**src/hw/rtl/icfp_pkg.sv**
```systemverilog
// icfp_pkg: shared constants and types for the impedance command frame packer
// no dependencies; imported by icfp_quantizer and impedance_command_frame_packer
package icfp_pkg;

    localparam int DATA_W          = 32;
    localparam int POS_CODE_BITS   = 16;
    localparam int OTHER_CODE_BITS = 12;
    // quotient width of the divider, one bit per stage
    localparam int QUOT_BITS       = 16;
    // clamp stage, numerator stage, then one stage per quotient bit
    localparam int Q_STAGES        = 2 + QUOT_BITS;
    // quantizer stages plus the output register
    localparam int PIPE_DEPTH      = Q_STAGES + 1;
    localparam int FRAME_W         = POS_CODE_BITS + 4 * OTHER_CODE_BITS;
    localparam int REG_COUNT       = 8;
    localparam int REG_IDX_W       = $clog2(REG_COUNT);
    localparam int ADDR_W          = REG_IDX_W + 2;

    localparam logic signed [DATA_W-1:0] STIFFNESS_FLOOR_DEF = '0;
    localparam logic signed [DATA_W-1:0] DAMPING_FLOOR_DEF   = '0;

    localparam logic signed [DATA_W-1:0] POSITION_LOW_RST   = -32'sd819200;
    localparam logic signed [DATA_W-1:0] POSITION_HIGH_RST  = 32'sd819200;
    localparam logic signed [DATA_W-1:0] VELOCITY_LOW_RST   = -32'sd2949120;
    localparam logic signed [DATA_W-1:0] VELOCITY_HIGH_RST  = 32'sd2949120;
    localparam logic signed [DATA_W-1:0] STIFFNESS_HIGH_RST = 32'sd32768000;
    localparam logic signed [DATA_W-1:0] DAMPING_HIGH_RST   = 32'sd327680;
    localparam logic signed [DATA_W-1:0] TORQUE_LOW_RST     = -32'sd1179648;
    localparam logic signed [DATA_W-1:0] TORQUE_HIGH_RST    = 32'sd1179648;

    typedef enum logic [REG_IDX_W-1:0] {
        REG_POSITION_LOW   = 3'd0,
        REG_POSITION_HIGH  = 3'd1,
        REG_VELOCITY_LOW   = 3'd2,
        REG_VELOCITY_HIGH  = 3'd3,
        REG_STIFFNESS_HIGH = 3'd4,
        REG_DAMPING_HIGH   = 3'd5,
        REG_TORQUE_LOW     = 3'd6,
        REG_TORQUE_HIGH    = 3'd7
    } reg_index_t;

endpackage

```
**src/hw/rtl/icfp_quantizer.sv**
```systemverilog
// icfp_quantizer: clamp, scale and pipelined restoring divide for one field
// depends on icfp_pkg; stage enables come from the top-level flow control
module icfp_quantizer
    import icfp_pkg::*;
#(
    parameter int CODE_BITS = OTHER_CODE_BITS
)
(
    input  logic                     clk,
    input  logic [Q_STAGES-1:0]      stage_en,
    input  logic signed [DATA_W-1:0] value,
    input  logic signed [DATA_W-1:0] low,
    input  logic signed [DATA_W-1:0] high,
    output logic [CODE_BITS-1:0]     code,
    output logic                     fault
);

    localparam int PAD   = QUOT_BITS - CODE_BITS;
    localparam int NUM_W = DATA_W + QUOT_BITS;

    // clamp stage
    logic signed [DATA_W-1:0] clamped;
    logic signed [DATA_W:0]   off_diff;
    logic signed [DATA_W:0]   span_diff;
    logic                     range_bad;
    logic [DATA_W-1:0]        off_reg;
    logic [DATA_W-1:0]        span_reg;
    logic                     flt0_reg;

    always_comb
    begin
        range_bad = (high <= low);
        if (value < low)
        begin
            clamped = low;
        end
        else if (value > high)
        begin
            clamped = high;
        end
        else
        begin
            clamped = value;
        end
        off_diff  = {clamped[DATA_W-1], clamped} - {low[DATA_W-1], low};
        span_diff = {high[DATA_W-1], high} - {low[DATA_W-1], low};
    end

    always_ff @(posedge clk)
    begin
        if (stage_en[0])
        begin
            // an empty range divides zero by one, so its code is zero
            off_reg  <= range_bad ? '0 : off_diff[DATA_W-1:0];
            span_reg <= range_bad ? DATA_W'(1) : span_diff[DATA_W-1:0];
            flt0_reg <= range_bad;
        end
    end

    // numerator stage: off * (2^b - 1), aligned to the 16-bit quotient
    logic [NUM_W-1:0] off_wide;
    logic [NUM_W-1:0] num;

    always_comb
    begin
        off_wide = NUM_W'(off_reg);
        num      = ((off_wide << CODE_BITS) - off_wide) << PAD;
    end

    logic [DATA_W-1:0]    rem_reg [QUOT_BITS+1];
    logic [QUOT_BITS-1:0] low_reg [QUOT_BITS+1];
    logic [DATA_W-1:0]    div_reg [QUOT_BITS+1];
    logic [QUOT_BITS-1:0] quo_reg [QUOT_BITS+1];
    logic                 flt_reg [QUOT_BITS+1];

    always_ff @(posedge clk)
    begin
        if (stage_en[1])
        begin
            rem_reg[0] <= num[NUM_W-1 -: DATA_W];
            low_reg[0] <= num[QUOT_BITS-1:0];
            div_reg[0] <= span_reg;
            quo_reg[0] <= '0;
            flt_reg[0] <= flt0_reg;
        end
    end

    // one quotient bit per stage
    for (genvar k = 0; k < QUOT_BITS; k++)
    begin : g_div
        logic [DATA_W:0] trial;
        logic [DATA_W:0] diff;
        logic            ge;

        always_comb
        begin
            trial = {rem_reg[k], low_reg[k][QUOT_BITS-1]};
            diff  = trial - {1'b0, div_reg[k]};
            ge    = (trial >= {1'b0, div_reg[k]});
        end

        always_ff @(posedge clk)
        begin
            if (stage_en[k+2])
            begin
                rem_reg[k+1] <= ge ? diff[DATA_W-1:0] : trial[DATA_W-1:0];
                low_reg[k+1] <= {low_reg[k][QUOT_BITS-2:0], 1'b0};
                div_reg[k+1] <= div_reg[k];
                quo_reg[k+1] <= {quo_reg[k][QUOT_BITS-2:0], ge};
                flt_reg[k+1] <= flt_reg[k];
            end
        end
    end

    assign code  = quo_reg[QUOT_BITS][QUOT_BITS-1 -: CODE_BITS];
    assign fault = flt_reg[QUOT_BITS];

endmodule

```
**config.mk**
```make
export PLATFORM = sky130hd
export DESIGN_NAME = icfp_quantizer
export DESIGN_NICKNAME = d
export VERILOG_FILES = /design/src/hw/rtl/icfp_pkg.sv /design/src/hw/rtl/icfp_quantizer.sv
export SDC_FILE = /design/constraint.sdc
export NUM_CORES = 2
export LEC_CHECK = 0
export BUFFER_PORTS_ARGS = -buffer_cell sky130_fd_sc_hd__buf_4
export CORE_MARGIN = 4
export CORE_UTILIZATION = 35
export CTS_CLUSTER_SIZE = 40
export DETAILED_ROUTE_END_ITERATION = 10
export GPL_TIMING_DRIVEN = 0
export PLACE_DENSITY = 0.56
export SYNTH_ARGS = -nofsm -noshare
export SYNTH_HDL_FRONTEND = slang
export SYNTH_SLANG_ARGS = --single-unit
```
**constraint.sdc**
```tcl
create_clock -name clk -period 6.6 [get_ports clk]
set_input_delay 0.33 -clock clk [delete_from_list [all_inputs] [get_ports clk]]
set_output_delay 0.33 -clock clk [all_outputs]
set_load 0.03 [all_outputs]
```
==> run metrics <==
status=completed; CP arrival=6530 ps; YS warnings=0; critical path cell sequence=buf_4, inv_1, ha_1, nand4_1, nor4_1, o21ai_0, a311oi_2, nor3_1, nor2_1, clkbuf_2, nor2_1, a211oi_1, a21oi_1, fa_1, a211oi_1, o21ai_0, a21oi_1, o211ai_1, a31oi_1, o31ai_1, nand4_1, a32oi_1, xnor2_1, nor2_1; drt wl/cell=18.0 um; Worst R2R Setup Slack=1450 ps; dpl cell area=65300 um2; metal2 WL=80.2 mm; DRT Pass-1 Iters=5; Min Clock Period, post-route=6060 ps; CP max stage delay=500 ps; Mapped Area=61400 um2; total power=0.0320 W; crit path from=high[15]; Finished Cell Area=69200 um2; Die X=427 um; hold endpoint=off_reg[0]; core box area=174000 um2; Synth Flop Type=edfxtp_1; Hold Path Class=input pin to flip-flop; synthesized flop and latch total=1054; Area contributors post-synth=edfxtp_1, ha_1, a21oi_1; Sink Count=1054; FP Rows=153; pwr/cell area=462 nW/um2; IO Port Bufs=127; initial antenna violation count=1; Final Hold Viols=0; final layout net count=6428; max_slew headroom=0.136; total gr overflow=0; Post-CTS Setup Inserts=0; final worst clock skew=68.5 ps; maximum operating frequency=165 MHz; first-pass GRT wire length=230 mm; Final Max Tran Viols=0; final RePlAce weighted congestion=0.976; root buffer cell=clkbuf_16; routed wl met3=4.35 mm; ys async rst share=0; Synth-to-Final Area Change=12.7%; die area=182000 um2; Netlist cell types=89; DRC=0; layout cell share with drive strength beyond 1=0.0937; initial drt markers=1959; largest net degree at the start of global routing=78; post-synth top area share=0.515; Highest Signal Layer=met4; post-synthesis sequential area ratio=0.515; area leader, netlist=edfxtp_1; Chip Height=427 um; part of the cycle the worst path needs=0.919; IR Drop Worst-Case VDD=0.259 mV; Worst setup SP type=input pin; Final setup violation count=0; highest-delay cell along the critical path=fa_1; most used cell, CP=nor2_1; P_leak=28.1 nW; DRT met1 WL=52.6 mm; Worst Path Max Fanout=10; syn_area_per_cell=11.1 um2; Post-synth EDFFs=1054; CP Class=input pin to flip-flop; count leader, synth=edfxtp_1; # IOs=128; ANT nets after route=0; all-layer global routing usage=0.161; Clock Pin Slew Worst Setup and Hold Paths=60 ps; vias in the first global route=42.7k; Slew @ Worst Pin=1290 ps; TritonCTS clock tree=done; worst r2r src=rem_reg[0][11]; synth cell count leaders=edfxtp_1, inv_1, ha_1, a21oi_1, nor2_1; CTS H-tree depth=3; Syn Nets=6178; worst r2r dst=rem_reg[0][55]; FF-to-FF path depth=13; post-DP HPWL=120 mm; cell count after synthesis=5519; Post-Route WL=148 mm; Initial Util=0.353; Vias/cell=5.03; crit end category=flip-flop; number of buffers created by CTS=116; Max Cap Violations=0; DR vias=41.2k; Min-Delay Path Depth=3; final core occ=0.397; Worst-Skew Late Latency=750 ps; required time worst endpoint=7070 ps; HP Start=low[0]; clk buf depth=3
## area by class of cell
| cell class | instances | area, um2 |
|---|---|---|
| Clock inverter | 76 | 868 |
| Clock buffer | 135 | 2970 |
| Antenna cell | 1 | 2.50 |
| Multi-Input combinational cell | 3764 | 27100 |
| Timing Repair Buffer | 132 | 1000 |
| Tap cell | 2325 | 2910 |
| Buffer | 96 | 419 |
| Fill cell | 16700 | 105000 |
| Sequential cell | 1054 | 31700 |
| Inverter | 605 | 2270 |
## worst max-delay path, delay by kind of cell
family / cells / cell delay [ps]
XOR/XNOR: 1 / 230
AND/OR/NAND/NOR: 7 / 1590
buffers and inverters: 3 / 510
AO/OA/AOI/OAI: 11 / 3050
adder cells (fa/ha/maj): 2 / 800
## worst max path at each step
stage          slack (ps)          end
2_1_floorplan        1300  off_reg[27]
3_3_place_gp        -1330  off_reg[27]
3_5_place_dp        -1250  off_reg[27]
4_1_cts                 2  off_reg[27]
5_1_grt                -6  off_reg[22]
6_report              540  off_reg[30]
## timing repair
item | CTS | global route
setup endpoints to repair | 11 | 14
hold buffers | 5 | 0
endpoints found under the hold margin | 65 | 0
resized for setup | 3 | 8
## through the flow
stage | setup TNS (ps) | setup WS (ps) | std cells | hold slack, ps
after CTS | 0 | 1.79 | 8187 | 60.9
after floorplan | 0 | 1300 | 5519 | 400
after detailed placement | -18100 | -1250 | 7971 | 405
final | 0 | 538 | 8188 | 114
after global placement | -19330 | -1330 | 7971 | 401
after global routing | -6.19 | -6.19 | 8187 | 101
## cell families (layout without fill, tap and decap cells)
family	count (synthesis)	count (layout)	share of synthesized area
AO/OA/AOI/OAI	1444	1444	0.149
XOR/XNOR	357	357	0.0509
adder cells (fa/ha/maj)	544	544	0.112
buffers and inverters	701	1044	0.0438
flip-flops	1054	1054	0.515
multiplexers	168	168	0.0305
other	0	1	0
AND/OR/NAND/NOR	1251	1251	0.0981
## layer usage
layer  vias to the layer above  GRT usage
li1                      20800          -
met3                       352     0.0189
met5                         -          0
met1                     19200      0.155
met2                       829      0.318
met4                         0      0.102
## cell usage in the layout, fill, tap and decap left out, types with 19 or more instances in the layout
| master | instances |
|---|---|
| mux2_2 | 154 |
| o21ai_0 | 290 |
| nand3_1 | 83 |
| buf_4 | 128 |
| clkbuf_16 | 116 |
| o31a_1 | 19 |
| and3_1 | 32 |
| a31oi_1 | 47 |
| and2_1 | 29 |
| o21bai_1 | 50 |
| buf_2 | 24 |
| a21oi_1 | 458 |
| or2_2 | 27 |
| inv_1 | 603 |
| nand4_1 | 75 |
| nand2b_1 | 70 |
| ha_1 | 531 |
| clkbuf_1 | 77 |
| a21o_1 | 198 |
| nor2b_1 | 61 |
| o31ai_1 | 27 |
| nor4_1 | 25 |
| nand2_1 | 273 |
| xnor2_1 | 237 |
| or3_1 | 23 |
| a211oi_1 | 77 |
| o21a_1 | 78 |
| o211ai_1 | 32 |
| clkinv_2 | 29 |
| nor3_1 | 83 |
| edfxtp_1 | 1054 |
| nor2_1 | 411 |
| clkinv_1 | 20 |
| xor2_1 | 120 |
## power by group
part / switching [W] / internal, W / leakage, nW
logic: 0.00834 / 0.00632 / 16.0
registers: 0.000971 / 0.00993 / 10.3
clock network: 0.00268 / 0.00375 / 1.88
No activity file was read; power rests on OpenSTA's default activity.
